**src/hdl/rdsgrp_pkg.sv**
```systemverilog
package rdsgrp_pkg;

   localparam int MAX_CHUNK_BITS = 32;
   localparam int BLOCK_BITS     = 26;
   localparam int DATA_W         = 32;
   localparam int COUNT_W        = 6;
   localparam int SEEN_W         = 5;
   localparam int SYN_W          = 10;
   localparam int INFO_W         = 16;
   localparam int KIND_W         = 5;

   localparam logic [COUNT_W-1:0] CHUNK_LIMIT = COUNT_W'(MAX_CHUNK_BITS);
   localparam logic [SEEN_W-1:0]  SEEN_FULL   = SEEN_W'(BLOCK_BITS);

   // expected block position inside a group
   localparam logic [1:0] BLK_A = 2'd0;
   localparam logic [1:0] BLK_B = 2'd1;
   localparam logic [1:0] BLK_C = 2'd2;
   localparam logic [1:0] BLK_D = 2'd3;

   // syndrome match codes
   localparam logic [2:0] MATCH_A    = 3'd0;
   localparam logic [2:0] MATCH_B    = 3'd1;
   localparam logic [2:0] MATCH_C    = 3'd2;
   localparam logic [2:0] MATCH_D    = 3'd3;
   localparam logic [2:0] MATCH_CP   = 3'd4;
   localparam logic [2:0] MATCH_NONE = 3'd5;

   localparam logic [SYN_W-1:0] OFS_A  = 10'h3d8;
   localparam logic [SYN_W-1:0] OFS_B  = 10'h3d4;
   localparam logic [SYN_W-1:0] OFS_C  = 10'h25c;
   localparam logic [SYN_W-1:0] OFS_D  = 10'h258;
   localparam logic [SYN_W-1:0] OFS_CP = 10'h3cc;

   // parity check rows, first entry belongs to the window MSB
   localparam logic [SYN_W-1:0] PARITY_ROWS [BLOCK_BITS] = '{
      10'h200, 10'h100, 10'h080, 10'h040, 10'h020, 10'h010, 10'h008, 10'h004,
      10'h002, 10'h001, 10'h2dc, 10'h16e, 10'h0b7, 10'h287, 10'h39f, 10'h313,
      10'h355, 10'h376, 10'h1bb, 10'h201, 10'h3dc, 10'h1ee, 10'h0f7, 10'h2a7,
      10'h38f, 10'h31b
   };

   typedef struct packed {
      logic [DATA_W-1:0]  data;
      logic [COUNT_W-1:0] count;
   } chunk_type;

   function automatic logic [SYN_W-1:0] syndrome(input logic [BLOCK_BITS-1:0] w);
      logic [SYN_W-1:0] syn;
      syn = '0;
      for (int i = 0; i < BLOCK_BITS; i++) begin
         if (w[i]) begin
            syn = syn ^ PARITY_ROWS[BLOCK_BITS-1-i];
         end
      end
      return syn;
   endfunction

   function automatic logic [2:0] classify(input logic [BLOCK_BITS-1:0] w);
      logic [SYN_W-1:0] syn;
      logic [2:0]       code;
      syn = syndrome(w);
      if (syn == OFS_A)       code = MATCH_A;
      else if (syn == OFS_B)  code = MATCH_B;
      else if (syn == OFS_C)  code = MATCH_C;
      else if (syn == OFS_D)  code = MATCH_D;
      else if (syn == OFS_CP) code = MATCH_CP;
      else                    code = MATCH_NONE;
      return code;
   endfunction

endpackage

```
**src/hdl/rdsgrp_front.sv**
```systemverilog
module rdsgrp_front (
   input  logic                         clock,
   input  logic                         reset,
   input  logic                         req_valid,
   output logic                         req_ready,
   input  logic [rdsgrp_pkg::DATA_W-1:0]  req_data_bits,
   input  logic [rdsgrp_pkg::COUNT_W-1:0] req_bit_count,
   output logic                         q_valid,
   input  logic                         q_ready,
   output rdsgrp_pkg::chunk_type        q_chunk
);
   import rdsgrp_pkg::*;

   chunk_type   queue_ff [2];
   logic        wr_ptr_ff, wr_ptr_in;
   logic        rd_ptr_ff, rd_ptr_in;
   logic [1:0]  fill_ff, fill_in;
   logic        accept, push, pop;
   chunk_type   chunk_in;

   assign req_ready = (fill_ff != 2'd2);
   assign accept    = req_valid && req_ready;
   // drop empty items, they cannot change any state
   assign push      = accept && (req_bit_count != '0);
   assign q_valid   = (fill_ff != 2'd0);
   assign pop       = q_valid && q_ready;
   assign q_chunk   = queue_ff[rd_ptr_ff];

   always_comb begin
      chunk_in.data  = req_data_bits;
      chunk_in.count = (req_bit_count > CHUNK_LIMIT) ? CHUNK_LIMIT : req_bit_count;
      wr_ptr_in      = push ? ~wr_ptr_ff : wr_ptr_ff;
      rd_ptr_in      = pop ? ~rd_ptr_ff : rd_ptr_ff;
      fill_in        = fill_ff;
      if (push && !pop) begin
         fill_in = fill_ff + 2'd1;
      end else if (pop && !push) begin
         fill_in = fill_ff - 2'd1;
      end
   end

   always_ff @(posedge clock) begin
      if (push) begin
         queue_ff[wr_ptr_ff] <= chunk_in;
      end
   end

   always_ff @(posedge clock) begin
      if (reset) begin
         wr_ptr_ff <= 1'b0;
         rd_ptr_ff <= 1'b0;
         fill_ff   <= 2'd0;
      end else begin
         wr_ptr_ff <= wr_ptr_in;
         rd_ptr_ff <= rd_ptr_in;
         fill_ff   <= fill_in;
      end
   end

endmodule

```
**src/hdl/rdsgrp_back.sv**
```systemverilog
module rdsgrp_back (
   input  logic                          clock,
   input  logic                          reset,
   input  logic                          q_valid,
   output logic                          q_ready,
   input  rdsgrp_pkg::chunk_type         q_chunk,
   output logic                          rsp_valid,
   input  logic                          rsp_ready,
   output logic [rdsgrp_pkg::INFO_W-1:0] rsp_block_a_data,
   output logic [rdsgrp_pkg::INFO_W-1:0] rsp_block_b_data,
   output logic [rdsgrp_pkg::INFO_W-1:0] rsp_block_c_data,
   output logic [rdsgrp_pkg::INFO_W-1:0] rsp_block_d_data,
   output logic [rdsgrp_pkg::KIND_W-1:0] rsp_group_kind
);
   import rdsgrp_pkg::*;

   logic                   busy_ff, busy_in;
   logic [DATA_W-1:0]      data_ff;
   logic [COUNT_W-1:0]     rem_ff, rem_in;
   logic [BLOCK_BITS-1:0]  window_ff, window_in;
   logic [SEEN_W-1:0]      seen_ff, seen_in, seen_sat;
   logic [1:0]             expect_ff, expect_in;
   logic [INFO_W-1:0]      words_ff [3];
   logic                   out_valid_ff, out_valid_in;
   logic [INFO_W-1:0]      out_a_ff, out_b_ff, out_c_ff, out_d_ff;
   logic [KIND_W-1:0]      out_kind_ff;

   logic                   load, step, stall, emit, store;
   logic [4:0]             bit_idx;
   logic [2:0]             match;
   logic [1:0]             match_blk;
   logic                   match_ok;
   logic [INFO_W-1:0]      info;

   assign q_ready = !busy_ff;
   assign load    = q_valid && q_ready;
   assign bit_idx = 5'(rem_ff - 6'd1);

   always_comb begin
      window_in = {window_ff[BLOCK_BITS-2:0], data_ff[bit_idx]};
      seen_sat  = (seen_ff < SEEN_FULL) ? seen_ff + 5'd1 : seen_ff;
      match     = classify(window_in);
      info      = window_in[BLOCK_BITS-1:SYN_W];
      // C' stands in for C only where C is awaited
      match_blk = (match == MATCH_CP) ? BLK_C : match[1:0];
      match_ok  = (match != MATCH_NONE) && (match_blk == expect_ff) &&
                  ((match != MATCH_CP) || (expect_ff == BLK_C));
      emit      = busy_ff && (seen_sat == SEEN_FULL) && match_ok && (expect_ff == BLK_D);
      stall     = emit && out_valid_ff && !rsp_ready;
      step      = busy_ff && !stall;
      store     = step && (seen_sat == SEEN_FULL) && match_ok && (expect_ff != BLK_D);

      seen_in   = seen_ff;
      expect_in = expect_ff;
      if (step) begin
         seen_in = seen_sat;
         if (seen_sat == SEEN_FULL) begin
            if (match == MATCH_NONE) begin
               if (expect_ff != BLK_A) begin
                  expect_in = BLK_A;
                  seen_in   = '0;
               end
            end else if (match_ok) begin
               seen_in   = '0;
               expect_in = (expect_ff == BLK_D) ? BLK_A : expect_ff + 2'd1;
            end
         end
      end

      busy_in = busy_ff;
      rem_in  = rem_ff;
      if (load) begin
         busy_in = 1'b1;
         rem_in  = q_chunk.count;
      end else if (step) begin
         rem_in  = rem_ff - 6'd1;
         busy_in = (rem_ff != 6'd1);
      end

      out_valid_in = out_valid_ff && !rsp_ready;
      if (step && emit) begin
         out_valid_in = 1'b1;
      end
   end

   always_ff @(posedge clock) begin
      if (load) begin
         data_ff <= q_chunk.data;
      end
      if (store) begin
         words_ff[expect_ff] <= info;
      end
      if (step && emit) begin
         out_a_ff    <= words_ff[0];
         out_b_ff    <= words_ff[1];
         out_c_ff    <= words_ff[2];
         out_d_ff    <= info;
         out_kind_ff <= words_ff[1][INFO_W-1:INFO_W-KIND_W];
      end
   end

   always_ff @(posedge clock) begin
      if (reset) begin
         busy_ff      <= 1'b0;
         rem_ff       <= '0;
         window_ff    <= '0;
         seen_ff      <= '0;
         expect_ff    <= BLK_A;
         out_valid_ff <= 1'b0;
      end else begin
         busy_ff      <= busy_in;
         rem_ff       <= rem_in;
         if (step) begin
            window_ff <= window_in;
         end
         seen_ff      <= seen_in;
         expect_ff    <= expect_in;
         out_valid_ff <= out_valid_in;
      end
   end

   assign rsp_valid        = out_valid_ff;
   assign rsp_block_a_data = out_a_ff;
   assign rsp_block_b_data = out_b_ff;
   assign rsp_block_c_data = out_c_ff;
   assign rsp_block_d_data = out_d_ff;
   assign rsp_group_kind   = out_kind_ff;

   a_seen_bound: assert property (@(posedge clock) disable iff (reset)
      seen_ff <= SEEN_FULL)
      else $error("bit count above block length");

   a_busy_has_bits: assert property (@(posedge clock) disable iff (reset)
      busy_ff |-> (rem_ff != '0) && (rem_ff <= CHUNK_LIMIT))
      else $error("busy with no bits left");

   a_emit_restarts: assert property (@(posedge clock) disable iff (reset)
      (step && emit) |=> (expect_ff == BLK_A) && (seen_ff == '0) && out_valid_ff)
      else $error("group emit did not restart at block A");

   a_no_load_when_busy: assert property (@(posedge clock) disable iff (reset)
      load |-> !busy_ff)
      else $error("chunk loaded while busy");

endmodule

```
**src/hdl/rds_block_sync_group_assembler_core.sv**
```systemverilog
// RDS block synchronizer and group assembler.
// Input channel (req_*): one item carries up to 32 received bits in
// req_data_bits; the lowest req_bit_count bits are used, MSB first. Counts
// above 32 are clipped to 32, a count of zero is taken and dropped.
// Output channel (rsp_*): one item per completed A-B-C(C')-D group, carrying
// the four 16-bit information words and the group type from block B.
// Items pass through a two-entry queue into a bit-serial sync engine that
// shifts one bit per cycle, unless held as below, into the 26-bit window
// and checks its syndrome. The engine takes the next item only once all
// bits of the current one are shifted; a group appears on rsp_valid in the
// cycle after the last bit of its block D is shifted.
// The group sits in an output register, so the engine keeps working while
// the receiver stalls; it only holds on a bit that would complete another
// group while that register is still full. Input backpressure follows once
// the queue is full. Reset (synchronous) clears the window, the bit count,
// the queue and the output register, and expects block A.
module rds_block_sync_group_assembler_core (
   input  logic                           clock,
   input  logic                           reset,
   input  logic                           req_valid,
   output logic                           req_ready,
   input  logic [rdsgrp_pkg::DATA_W-1:0]  req_data_bits,
   input  logic [rdsgrp_pkg::COUNT_W-1:0] req_bit_count,
   output logic                           rsp_valid,
   input  logic                           rsp_ready,
   output logic [rdsgrp_pkg::INFO_W-1:0]  rsp_block_a_data,
   output logic [rdsgrp_pkg::INFO_W-1:0]  rsp_block_b_data,
   output logic [rdsgrp_pkg::INFO_W-1:0]  rsp_block_c_data,
   output logic [rdsgrp_pkg::INFO_W-1:0]  rsp_block_d_data,
   output logic [rdsgrp_pkg::KIND_W-1:0]  rsp_group_kind
);
   import rdsgrp_pkg::*;

   logic      q_valid;
   logic      q_ready;
   chunk_type q_chunk;

   rdsgrp_front u_front (
      .clock         (clock),
      .reset         (reset),
      .req_valid     (req_valid),
      .req_ready     (req_ready),
      .req_data_bits (req_data_bits),
      .req_bit_count (req_bit_count),
      .q_valid       (q_valid),
      .q_ready       (q_ready),
      .q_chunk       (q_chunk)
   );

   rdsgrp_back u_back (
      .clock            (clock),
      .reset            (reset),
      .q_valid          (q_valid),
      .q_ready          (q_ready),
      .q_chunk          (q_chunk),
      .rsp_valid        (rsp_valid),
      .rsp_ready        (rsp_ready),
      .rsp_block_a_data (rsp_block_a_data),
      .rsp_block_b_data (rsp_block_b_data),
      .rsp_block_c_data (rsp_block_c_data),
      .rsp_block_d_data (rsp_block_d_data),
      .rsp_group_kind   (rsp_group_kind)
   );

endmodule

```
**config.mk**
```make
export PLATFORM = sky130hd
export DESIGN_NAME = rds_block_sync_group_assembler_core
export DESIGN_NICKNAME = d
export VERILOG_FILES = /design/src/hdl/rdsgrp_pkg.sv /design/src/hdl/rdsgrp_front.sv /design/src/hdl/rdsgrp_back.sv /design/src/hdl/rds_block_sync_group_assembler_core.sv
export SDC_FILE = /design/constraint.sdc
export NUM_CORES = 1
export LEC_CHECK = 0
export BUFFER_PORTS_ARGS = -buffer_cell sky130_fd_sc_hd__buf_4
export CORE_ASPECT_RATIO = 1.2
export CORE_MARGIN = 4
export CORE_UTILIZATION = 30
export CTS_BUF_LIST = sky130_fd_sc_hd__clkbuf_4
export DETAILED_ROUTE_END_ITERATION = 8
export PLACE_DENSITY_LB_ADDON = 0.12
export RECOVER_POWER = 100
export SETUP_SLACK_MARGIN = 0.5
export SKIP_CTS_REPAIR_TIMING = 1
export SLEW_MARGIN = 0
export SYNTH_ARGS = -nofsm -noshare
export SYNTH_HDL_FRONTEND = slang
export SYNTH_SLANG_ARGS = --single-unit
```
**constraint.sdc**
```tcl
create_clock -name clock -period 19.5 [get_ports clock]
set_input_delay 0 -clock clock [delete_from_list [all_inputs] [get_ports clock]]
set_output_delay 0 -clock clock [all_outputs]
set_load 0.1 [all_outputs]
```
# Word level (Yosys, flattened, before mapping)
# Memory sizes are Yosys's and may differ from the RTL's. A register that Yosys moved wholly into a read port is not among the register bits.
# Index checks and enable logic that the tools add are counted.
# totals
reg_bits,113
mem_bits_rw,124
inputBits,42
output_inout_bits,71
mem_count,2
# classes
n_addsub,5
n_lt_le_gt_ge,3
eq_ne,17
mux,57
n_bitwise,27
n_reduce_logical,31
# memory_table
name,words,width,rd,rd_ports_with_merged_regs,wr,line,source
u_front.queue_ff,2,38,1,1,1,rdsgrp_front.sv:14,chunk_type queue_ff [2];
u_back.words_ff,3,16,3,2,1,rdsgrp_back.sv:23,logic [INFO_W-1:0] words_ff [3];
# op_table
operator,count
10-bit 2-to-1 mux,12
"10-bit equality test, second input constant",5
7-bit inverter,6
9-bit 2-to-1 mux,4
5-bit 2-to-1 mux,6
6-bit inverter,5
6-bit 2-to-1 mux,4
8-bit 2-to-1 mux,3
1-bit logical AND,18
2-bit 2-to-1 mux,8
3-bit 2-to-1 mux,5
1-bit 2-to-1 mux,12
1-bit inverter,12
5-bit inverter,2
2-bit nonzero test,5
8-bit inverter,1
7-bit 2-to-1 mux,1
"3-bit equality test, second input constant",2
"6-bit > comparator, second input constant",1
"5-bit by 6-bit < comparator with 1-bit output, second input constant",1
"2-bit != test, second input constant",3
"3-bit != test, second input constant",2
"6-bit by 1-bit != test with 1-bit output, second input constant",1
6-bit nonzero test,1
14 further kinds,20

# Logic depth before layout (Yosys ltp)
# Gate-level depths: netlist (run 1).
# logic_depth
ltp_word,67
mapped_depth,18
mapped_depth_nobuf,14

# Cells and area by module
# A second synthesis (run 1) with hierarchy kept.
# hier_totals
hier_cells,686
hier_area_um2,10732.8
# modules_own_cells
mod,n_inst,cells_each,area_per_inst_um2
rdsgrp_back,1,537,7717.4
rdsgrp_front,1,149,3015.4

# Worst setup path before layout (run 1)
# OpenSTA, ideal clock, no wires.
# synth_path
path_type,register to register
start,reg u_back.rem_ff[0]
end,"reg u_back.out_a_ff[0], in the netlist u_back.rsp_block_a_data[0], read port of u_back.words_ff, enable pin"
arrival_time_ns,6.660
t_required_ns,19.007
slack_ns,12.347
path_stages_with_launch,15
n_path_buf,2
period_less_slack_ns,7.153
cell_sequence,dfxtp_1 -> inv_1 -> ha_1 -> clkbuf_1 -> buf_2 -> mux2_1 -> o22ai_1 -> o22ai_1 -> or3_1 -> and2_1 -> or4b_1 -> a211o_1 -> a211oi_4 -> nand4_1 -> nor2b_1
# synth_via
elab_chain_cells,58
elab_cells_between_ends,75
cone_classes,1 x add/sub; 9 x eq/ne; 34 x mux; 21 x bitwise; 10 x reduce/logical
# synth_lines
item,line,source
"start, declared",rdsgrp_back.sv:19,"logic [COUNT_W-1:0] rem_ff, rem_in;"
"start signal, assigned",rdsgrp_back.sv:112,rem_ff <= rem_in;
6-bit by 1-bit subtractor with 6-bit output *,rdsgrp_back.sv:37,assign bit_idx = 5'(rem_ff - 6'd1);
1-bit binary-select mux with 5-bit select *,rdsgrp_back.sv:40,"window_in = {window_ff[BLOCK_BITS-2:0], data_ff[bit_idx]};"
1-bit 2-to-1 mux (not written as such) *,rdsgrp_back.sv:40,
10-bit 2-to-1 mux *,rdsgrp_pkg.sv:52,if (w[i]) begin
7-bit inverter (no line),-,
10-bit 2-to-1 mux *,rdsgrp_pkg.sv:52,
6-bit inverter (no line),-,
10-bit 2-to-1 mux *,rdsgrp_pkg.sv:52,
(+40 left out),-,
2-bit equality test,rdsgrp_back.sv:46,match_ok = (match != MATCH_NONE) && (match_blk == expect_ff) &&
1-bit logical AND,rdsgrp_back.sv:46,
1-bit logical AND *,rdsgrp_back.sv:46,
1-bit logical AND * (2 in series),rdsgrp_back.sv:48,emit = busy_ff && (seen_sat == SEEN_FULL) && match_ok && (expect_ff == BLK_D);
1-bit logical AND (2 in series),rdsgrp_back.sv:49,stall = emit && out_valid_ff && !rsp_ready;
1-bit logical NOT,rdsgrp_back.sv:50,step = busy_ff && !stall;
1-bit logical AND,rdsgrp_back.sv:50,
1-bit logical AND *,rdsgrp_back.sv:93,if (step && emit) begin
"end, declared",rdsgrp_back.sv:25,"logic [INFO_W-1:0] out_a_ff, out_b_ff, out_c_ff, out_d_ff;"
# Mark *: on every way between the ends. The rest lies on a longest branch, timed or not. The select of a mux whose other input is x is not followed.
# A chain may end at the register's enable or synchronous reset.

# Final worst setup path (run 1)
# layout_path
start,reg u_back.rem_ff[0]
end,"reg u_back.out_d_ff[7], in the netlist u_back.rsp_block_d_data[7], enable pin"
# layout_via
elab_chain_cells,58
elab_cells_between_ends,75
cone_classes,1 x add/sub; 9 x eq/ne; 34 x mux; 21 x bitwise; 10 x reduce/logical
# layout_lines
item,line,source
6-bit by 1-bit subtractor with 6-bit output *,rdsgrp_back.sv:37,
1-bit binary-select mux with 5-bit select *,rdsgrp_back.sv:40,
1-bit 2-to-1 mux (not written as such) *,rdsgrp_back.sv:40,
10-bit 2-to-1 mux *,rdsgrp_pkg.sv:52,
7-bit inverter (no line),-,
10-bit 2-to-1 mux *,rdsgrp_pkg.sv:52,
6-bit inverter (no line),-,
10-bit 2-to-1 mux *,rdsgrp_pkg.sv:52,
(+40 left out),-,
2-bit equality test,rdsgrp_back.sv:46,
1-bit logical AND,rdsgrp_back.sv:46,
1-bit logical AND *,rdsgrp_back.sv:46,
1-bit logical AND * (2 in series),rdsgrp_back.sv:48,
1-bit logical AND (2 in series),rdsgrp_back.sv:49,
1-bit logical NOT,rdsgrp_back.sv:50,
1-bit logical AND,rdsgrp_back.sv:50,
1-bit logical AND *,rdsgrp_back.sv:93,
"end signal, assigned",rdsgrp_back.sv:97,out_d_ff <= info;
"end, declared",rdsgrp_back.sv:25,
# Marked as above.

==> load_flow_metrics.sql, run 1 <==
INSERT INTO impl_metrics (metric_group, metric, value, unit) VALUES
('final_layout', 'fillCellCount', '3324', ''),
('worst_setup_path', 'flop_to_flop_setup_slack', '12.25', 'ns'),
('final_layout', 'final_core_util', '37.41', '%'),
('run', 'max_cap_viol_count', '6', ''),
('floorplan', 'design.portCount', '113', ''),
('power', 'power_dens_cells', '122.8', 'nW/um2'),
('floorplan', 'row_count', '74', ''),
('worst_setup_path', 'cp-end-kind', 'register', ''),
('drt', 'routed-via-count', '6059', ''),
('outcome', 'run_status', 'finished with violations', ''),
('place', 'gp_routability_congestion', '0.8753', ''),
('worst_setup_path', 'crit_path_max_incr_delay', '2.32', 'ns'),
('final_layout', 'layout_common_cells', 'edfxtp_1, clkbuf_4, clkbuf_1, dlygate4sd3_1, dfxtp_1', ''),
('clock_tree', 'clock-root-buffer', 'clkbuf_4', ''),
('place', 'placement.io_buffers', '112', ''),
('yosys', 'yosys.cell_types.count', '58', ''),
('floorplan', 'start_util', '30.55', '%'),
('sta', 'rsz0062_at_grt', 'no', ''),
('sta', 'fin_worst_skew', '0.05301', 'ns'),
('power', 'ir_worst_vdd', '0.06553', 'mV'),
('floorplan', 'floorplan.die.height', '212.3', 'um'),
('floorplan', 'placeableCoreArea', '34170', 'um2'),
('global_route', 'total_routing_usage_gr', '10.77', '%'),
('final_layout', 'number_of_nets_in_the_layout', '909', ''),
('worst_setup_path', 'worstSetupStartpointType', 'register', ''),
('final_layout', 'drive_above_1_share', '20.15', '%'),
('global_route', 'antenna_violations_before_repair', '2', ''),
('drt', 'drtIter0Drc', '292', ''),
('yosys', 'netlist_top_cells_area', 'edfxtp_1, dfxtp_1, mux2_2', ''),
('sta', 'setup_tns', '0', 'ns'),
('yosys', 'proportion_of_synthesized_chip_area_in_sequential_cells', '71.92', '%'),
('min_path', 'hold_class', 'in2reg', ''),
('clock_tree', 'cts_inserted_buffers', '70', ''),
('place', 'dpl.hpwl', '13690', 'um'),
('sta', 'hold_viol_final', '0', ''),
('worst_setup_path', 'critical_path_buf_inv_count', '2', ''),
('drt', 'routed_wire_length_per_instance', '15.02', 'um'),
('yosys', 'syn-mean-instance-area', '15.94', 'um2'),
('yosys', 'asyncSetResetFlopFracSynth', '0', '%'),
('global_route', 'grt_first_pass_wirelength', '32200', 'um'),
('sta', 'fin_crit_sh', '37.19', '%'),
('yosys', 'synth_seq_cells', '265', ''),
('sta', 'max_slew_margin', '-128.5', '%'),
('global_route', 'number_of_global_route_vias_before_repair', '6130', ''),
('worst_setup_path', 'worst_path_dominant_cell_family', 'buffers and inverters', ''),
('drt', 'postRouteAntennaNets', '0', ''),
('yosys', 'synth_fp_nets', '705', ''),
('sta', 'final_setup_violation_count', '0', ''),
('yosys', 'synth_top_area_share', '63.29', '%'),
('final_layout', 'most_common_library_cell_in_the_layout_ignoring_fill_and_taps', 'edfxtp_1', ''),
('drt', 'drc_errors', '0', ''),
('floorplan', 'horizontal_die_dimension', '178.3', 'um'),
('worst_setup_path', 'chain_of_cells_forming_the_critical_path', 'inv_1, ha_1, mux2_2, o2111ai_1, o22ai_1, or3_1, and2_1, or4b_1, a211o_1, a211oi_4, nand4_1, nor2b_4, clkbuf_1', ''),
('drt', 'route.final.wire_length', '20670', 'um'),
('worst_setup_path', 'timing.setup.critical_path_class', 'reg2reg', ''),
('clock_tree', 'max-clock-path-buffers', '3', ''),
('yosys', 'post_synth_inst_count', '655', ''),
('yosys', 'yosys_most_used_dff', 'edfxtp_1', ''),
('outcome', 'violations_in_the_final_reports', 'max-capacitance violations, max-slew violations', ''),
('power', 'power.leakage', '0.004394', 'uW'),
('drt', 'dr.pass1.iters', '5', ''),
('global_route', 'pin_count_of_the_biggest_net_entering_global_routing', '65', ''),
('worst_setup_path', 'critical-path-slowest-cell', 'clkbuf_1', ''),
('worst_setup_path', 'critPathRequiredTime', '19.66', 'ns'),
('clock_tree', 'cts.sink_count', '265', ''),
('yosys', 'synth_enable_flop_cells', '220', ''),
('worst_setup_path', 'crit_path_max_fanout', '64', ''),
('drt', 'vias_per_cell', '4.403', ''),
('final_layout', 'flow.area_growth_from_synthesis', '22.43', '%'),
('sta', 'timing_max_transition_violations_final', '260', ''),
('yosys', 'syn_area', '10440', 'um2');
==> synthesized netlist by cell type, drive strengths merged, types with 9 or more instances <==
master    n
o21ai    11
edfxtp  220
xnor2    39
nand2    17
nand3    20
inv      10
nor2b     9
nor2     36
xor2     16
mux2i    33
mux2     46
buf      11
clkbuf   21
dfxtp    45
a21oi    16
==> path summary, 6_finish.rpt <==
check,cells after the start,from,end
setup reg to reg,13,u_back.rem_ff[0],u_back.rsp_block_d_data[7]
hold reg to reg,0,u_back.words_ff[1][4],u_back.rsp_block_b_data[4]
hold / removal,5,req_valid,u_front.fill_ff[0]
setup / recovery,13,u_back.rem_ff[0],u_back.rsp_block_d_data[7]
==> power by group <==
group	switching [uW]	internal [uW]
clock	213	258
combinational	209	160
sequential	30.6	700
==> metrics by stage <==
step | setup WS [ns] | total power, uW | cell area [um2] | instances | hold WS (ns)
after floorplan | 12.35 | 1018 | 10440 | 655 | 0.09887
after global placement | 14.29 | 1099 | 11750 | 1197 | 0.1845
after detailed placement | 14.05 | 1107 | 11750 | 1197 | 0.1875
after CTS | 14.02 | 1593 | 12650 | 1323 | -0.5618
after global routing | 11.48 | 1672 | 12780 | 1376 | -0.008476
final | 12.25 | 1570 | 12780 | 1376 | 0.02974
==> metal layers <==
metal,global-route usage (%),share of wire (%),routed length [um]
met1,11.87,39,8081
met2,19.20,52,10820
met3,3.326,6.5,1353
met4,4.527,2.0,411
met5,0,0,0
==> worst register-to-register path, delay by kind of cell, from the launching register on <==
kind / cells / cell delay, ns
AOI/OAI and AO/OA: 4 / 1.13
adders and majority gates: 1 / 0.77
DFF: 1 / 0.43
and+or+nand+nor: 5 / 1.45
muxes: 1 / 0.42
buffers and inverters: 2 / 2.49
==> state kept, by name, summed over array words and instances (netlist names), 2 cells and up, named ones only <==
| name | count |
|---|---|
| u_back.seen_ff | 5 |
| u_back.rsp_block_c_data | 16 |
| u_front.queue_ff | 76 |
| u_back.words_ff | 48 |
| u_front.fill_ff | 2 |
| u_back.rem_ff | 6 |
| u_back.rsp_group_kind | 5 |
| u_back.window_ff | 25 |
| u_back.expect_ff | 2 |
| u_back.rsp_block_d_data | 16 |
| u_back.rsp_block_b_data | 11 |
| u_back.rsp_block_a_data | 16 |
| u_back.data_ff | 32 |
==> cell families (layout without fill, tap and decap cells) <==
family                     after synthesis  in the layout  synth area share, %
other                                    0              7                    0
AOI/OAI and AO/OA                       74             74                5.070
xor gates and xnor gates                60             60                5.765
and+or+nand+nor                        127            127                6.185
adders and majority gates                8              8               0.9589
DFF                                    265            265                71.92
buffers and inverters                   42            300                1.978
muxes                                   79             79                8.127
==> layout make-up <==
type	count	area (um2)	share of cell area, %
Antenna cell	7	17.52	0.1371
Clock buffer	104	780.7	6.109
Multi-Input combinational cell	348	2724	21.31
Clock inverter	22	122.6	0.9595
Timing Repair Buffer	164	1020	7.979
Sequential cell	265	7507	58.74
Inverter	10	37.54	0.2937
Tap cell	456	570.5	4.464
Note: power is estimated with default switching activity, not from simulation.
==> run 2: changes to the inputs <==
clock period = 5.87 ns   (was 19.5 ns; I/O delays follow)
==> run 2 against run 1 <==
The flow still finishes with violations (max-capacitance violations, max-slew violations). Worst hold slack lost 0.0050 ns. Register-to-register slack worse by 11 ns. Combinational power grew to 3.4 times the previous value. Critical path depth is 1 higher. Via count is 1.5% lower. Final cell count down 0.65%. Utilization barely moved. First-iteration DRC count increased by 29%. Count of clock-buffer cells in the layout shrank 6. Wire length is 0.63% higher.
==> load_flow_metrics.sql, run 2 (synthesized netlist as in run 1, its figures left out) <==
INSERT INTO impl_metrics (metric_group, metric, value, unit) VALUES
('outcome', 'run_status', 'finished with violations', ''),
('outcome', 'violations_in_the_final_reports', 'max-capacitance violations, max-slew violations', ''),
('floorplan', 'floorplan.die.height', '212.3', 'um'),
('sta', 'timing_max_transition_violations_final', '153', ''),
('sta', 'fin_crit_sh', '86.35', '%'),
('clock_tree', 'max-clock-path-buffers', '3', ''),
('clock_tree', 'cts-htree-levels', '3', ''),
('global_route', 'grt_first_pass_wirelength', '32880', 'um'),
('worst_setup_path', 'rr_endpoint', 'u_back.words_ff[2][4]', ''),
('floorplan', 'horizontal_die_dimension', '178.3', 'um'),
('floorplan', 'row_count', '74', ''),
('power', 'power.leakage', '0.004461', 'uW'),
('drt', 'drc_errors', '0', ''),
('final_layout', 'flow.area_growth_from_synthesis', '22.57', '%'),
('clock_tree', 'cts_inserted_buffers', '70', ''),
('worst_setup_path', 'worst_setup_path_endpoint', 'u_back.words_ff[2][4]', ''),
('clock_tree', 'cts.sink_count', '265', ''),
('worst_setup_path', 'worstRegToRegCells', '14', ''),
('sta', 'tightestPinTransition', '3.523', 'ns'),
('clock_tree', 'clk_transition_reported_paths', '0.06', 'ns'),
('worst_setup_path', 'worstSetupStartpointType', 'register', ''),
('sta', 'fin_worst_skew', '0.05626', 'ns'),
('worst_setup_path', 'flop_to_flop_setup_slack', '0.80', 'ns'),
('drt', 'drtIter0Drc', '376', ''),
('place', 'placement.io_buffers', '112', ''),
('place', 'dpl.hpwl', '13600', 'um'),
('final_layout', 'layout_common_cells', 'edfxtp_1, clkbuf_4, clkbuf_1, dfxtp_1, dlygate4sd3_1', ''),
('clock_tree', 'clock_latency_at_the_later_pin_of_the_worst_skew_pair', '0.67', 'ns'),
('sta', 'rsz0062_at_grt', 'no', ''),
('drt', 'dr.pass1.iters', '6', ''),
('worst_setup_path', 'setup.worst_path.start', 'u_back.rem_ff[0]', ''),
('floorplan', 'placeableCoreArea', '34170', 'um2'),
('final_layout', 'area.sequential', '7507', 'um2'),
('worst_setup_path', 'timing.setup.critical_path_class', 'reg2reg', ''),
('min_path', 'hold_class', 'in2reg', ''),
('global_route', 'antenna_violations_before_repair', '1', ''),
('sta', 'final_setup_violation_count', '0', ''),
('floorplan', 'design.portCount', '113', ''),
('sta', 'maximum_clock_frequency', '197.3', 'MHz'),
('sta', 'setup_tns', '0', 'ns'),
('final_layout', 'largest_register_ffs', '76', ''),
('worst_setup_path', 'r2r-start', 'u_back.rem_ff[0]', ''),
('sta', 'hold_viol_final', '0', ''),
('drt', 'postRouteAntennaNets', '0', ''),
('power', 'ir_worst_vdd', '0.1696', 'mV'),
('place', 'gp_routability_congestion', '0.9088', ''),
('final_layout', 'multi_input_gate_area_in_the_final_layout', '2745', 'um2'),
('sta', 'max_slew_margin', '-135.4', '%'),
('drt', 'routed-via-count', '5969', ''),
('floorplan', 'start_util', '30.55', '%'),
('sta', 'period_needed', '5.069', 'ns'),
('worst_setup_path', 'crit_path_max_fanout', '17', ''),
('power', 'power_dens_cells', '410.2', 'nW/um2'),
('final_layout', 'fillCellCount', '3276', ''),
('final_layout', 'drive_above_1_share', '20.66', '%'),
('clock_tree', 'cts_tree', 'built', ''),
('final_layout', 'number_of_nets_in_the_layout', '908', ''),
('global_route', 'grt_remaining_overflow', '0', ''),
('worst_setup_path', 'critPathRequiredTime', '6.18', 'ns'),
('global_route', 'number_of_global_route_vias_before_repair', '6179', ''),
('final_layout', 'top_regs', 'u_front.queue_ff: 76 flops, u_back.words_ff: 48 flops, u_back.data_ff: 32 flops', ''),
('final_layout', 'most_common_library_cell_in_the_layout_ignoring_fill_and_taps', 'edfxtp_1', ''),
('floorplan', 'die_area', '37860', 'um2'),
('run', 'max_cap_viol_count', '4', ''),
('worst_setup_path', 'cp.arrival', '5.38', 'ns'),
('worst_setup_path', 'cp-end-kind', 'register', ''),
('final_layout', 'max_flop_register', 'u_front.queue_ff', ''),
('drt', 'routed_wire_length_per_instance', '15.21', 'um'),
('drt', 'route.final.wire_length', '20800', 'um'),
('global_route', 'pin_count_of_the_biggest_net_entering_global_routing', '61', ''),
('drt', 'vias_per_cell', '4.366', ''),
('power', 'power.total', '5248', 'uW'),
('clock_tree', 'clock-root-buffer', 'clkbuf_4', ''),
('global_route', 'total_routing_usage_gr', '11.07', '%');
[run 2: cell types whose count changed in the layout (fill, tap and decap cells not counted), sizes merged]
cell,change
bufinv,+1
clkinvlp,-2
clkbuf,-6
diode,-6
clkinv,+5
dlygate4sd3,-3
buf,+2
[run 2: metrics by stage]
| stage | worst slack [ns] | utilization [%] | area [um2] | instances | hold WS (ns) |
|---|---|---|---|---|---|
| after floorplan | 0.5265 | - | 10450 | 655 | 0.09887 |
| after global placement | 0.7642 | 34.46 | 11770 | 1199 | 0.1846 |
| after detailed placement | 0.6053 | 34.46 | 11770 | 1199 | 0.1881 |
| after CTS | 0.5503 | 37.12 | 12680 | 1323 | -0.5603 |
| after global routing | 0.3224 | 37.45 | 12790 | 1367 | 0.02988 |
| final | 0.8010 | 37.45 | 12790 | 1367 | 0.02472 |
[run 2: worst max-delay path, cell delays in order (launching register included)]
cell,delay [ns]
dfxtp_1,0.43
inv_1,0.19
ha_4,0.46
mux2_2,0.38
o2111ai_1,0.22
o22ai_1,0.17
or3_1,0.40
a211o_1,0.32
a2111oi_0,0.49
o21ai_0,0.19
xnor2_1,0.48
nand3_1,0.17
nor2_1,0.14
and2_0,0.40
buf_4,0.30
[run 2: worst min path at each step]
stage	from	to	slack [ns]	cells after the start
finish	req_valid	u_front.fill_ff[0]	0.02	5
global route	req_data_bits[16]	u_front.queue_ff[0][22]	0.03	2
CTS	req_data_bits[10]	u_front.queue_ff[0][16]	-0.56	1
detailed placement	req_data_bits[17]	u_front.queue_ff[1][23]	0.19	1
global placement	req_data_bits[3]	u_front.queue_ff[0][9]	0.18	1
floorplan	req_data_bits[4]	u_front.queue_ff[0][10]	0.1	0
[run 2: layer usage]
layer	global-route usage, %	routed length [um]	up-vias
met5	0	0	-
met4	5.004	475	0
met3	3.094	1219	42
met2	19.47	10730	167
met1	12.47	8368	2834
li1	-	-	2926
[run 2: layout make-up]
class                           count  share of cell area, %
Clock buffer                       98                  5.750
Antenna cell                        1                0.01956
Inverter                           10                 0.2934
Timing Repair Buffer              163                  7.999
Tap cell                          456                  4.459
Multi-Input combinational cell    348                  21.46
Clock inverter                     26                  1.350
Sequential cell                   265                  58.67
[run 2: where the power goes]
group / switching (uW) / total, uW / internal (uW) / leakage, uW
clock network: 722 / 1590 / 867 / 0.000533
logic: 703 / 1240 / 534 / 0.00152
registers: 97.2 / 2420 / 2320 / 0.00241
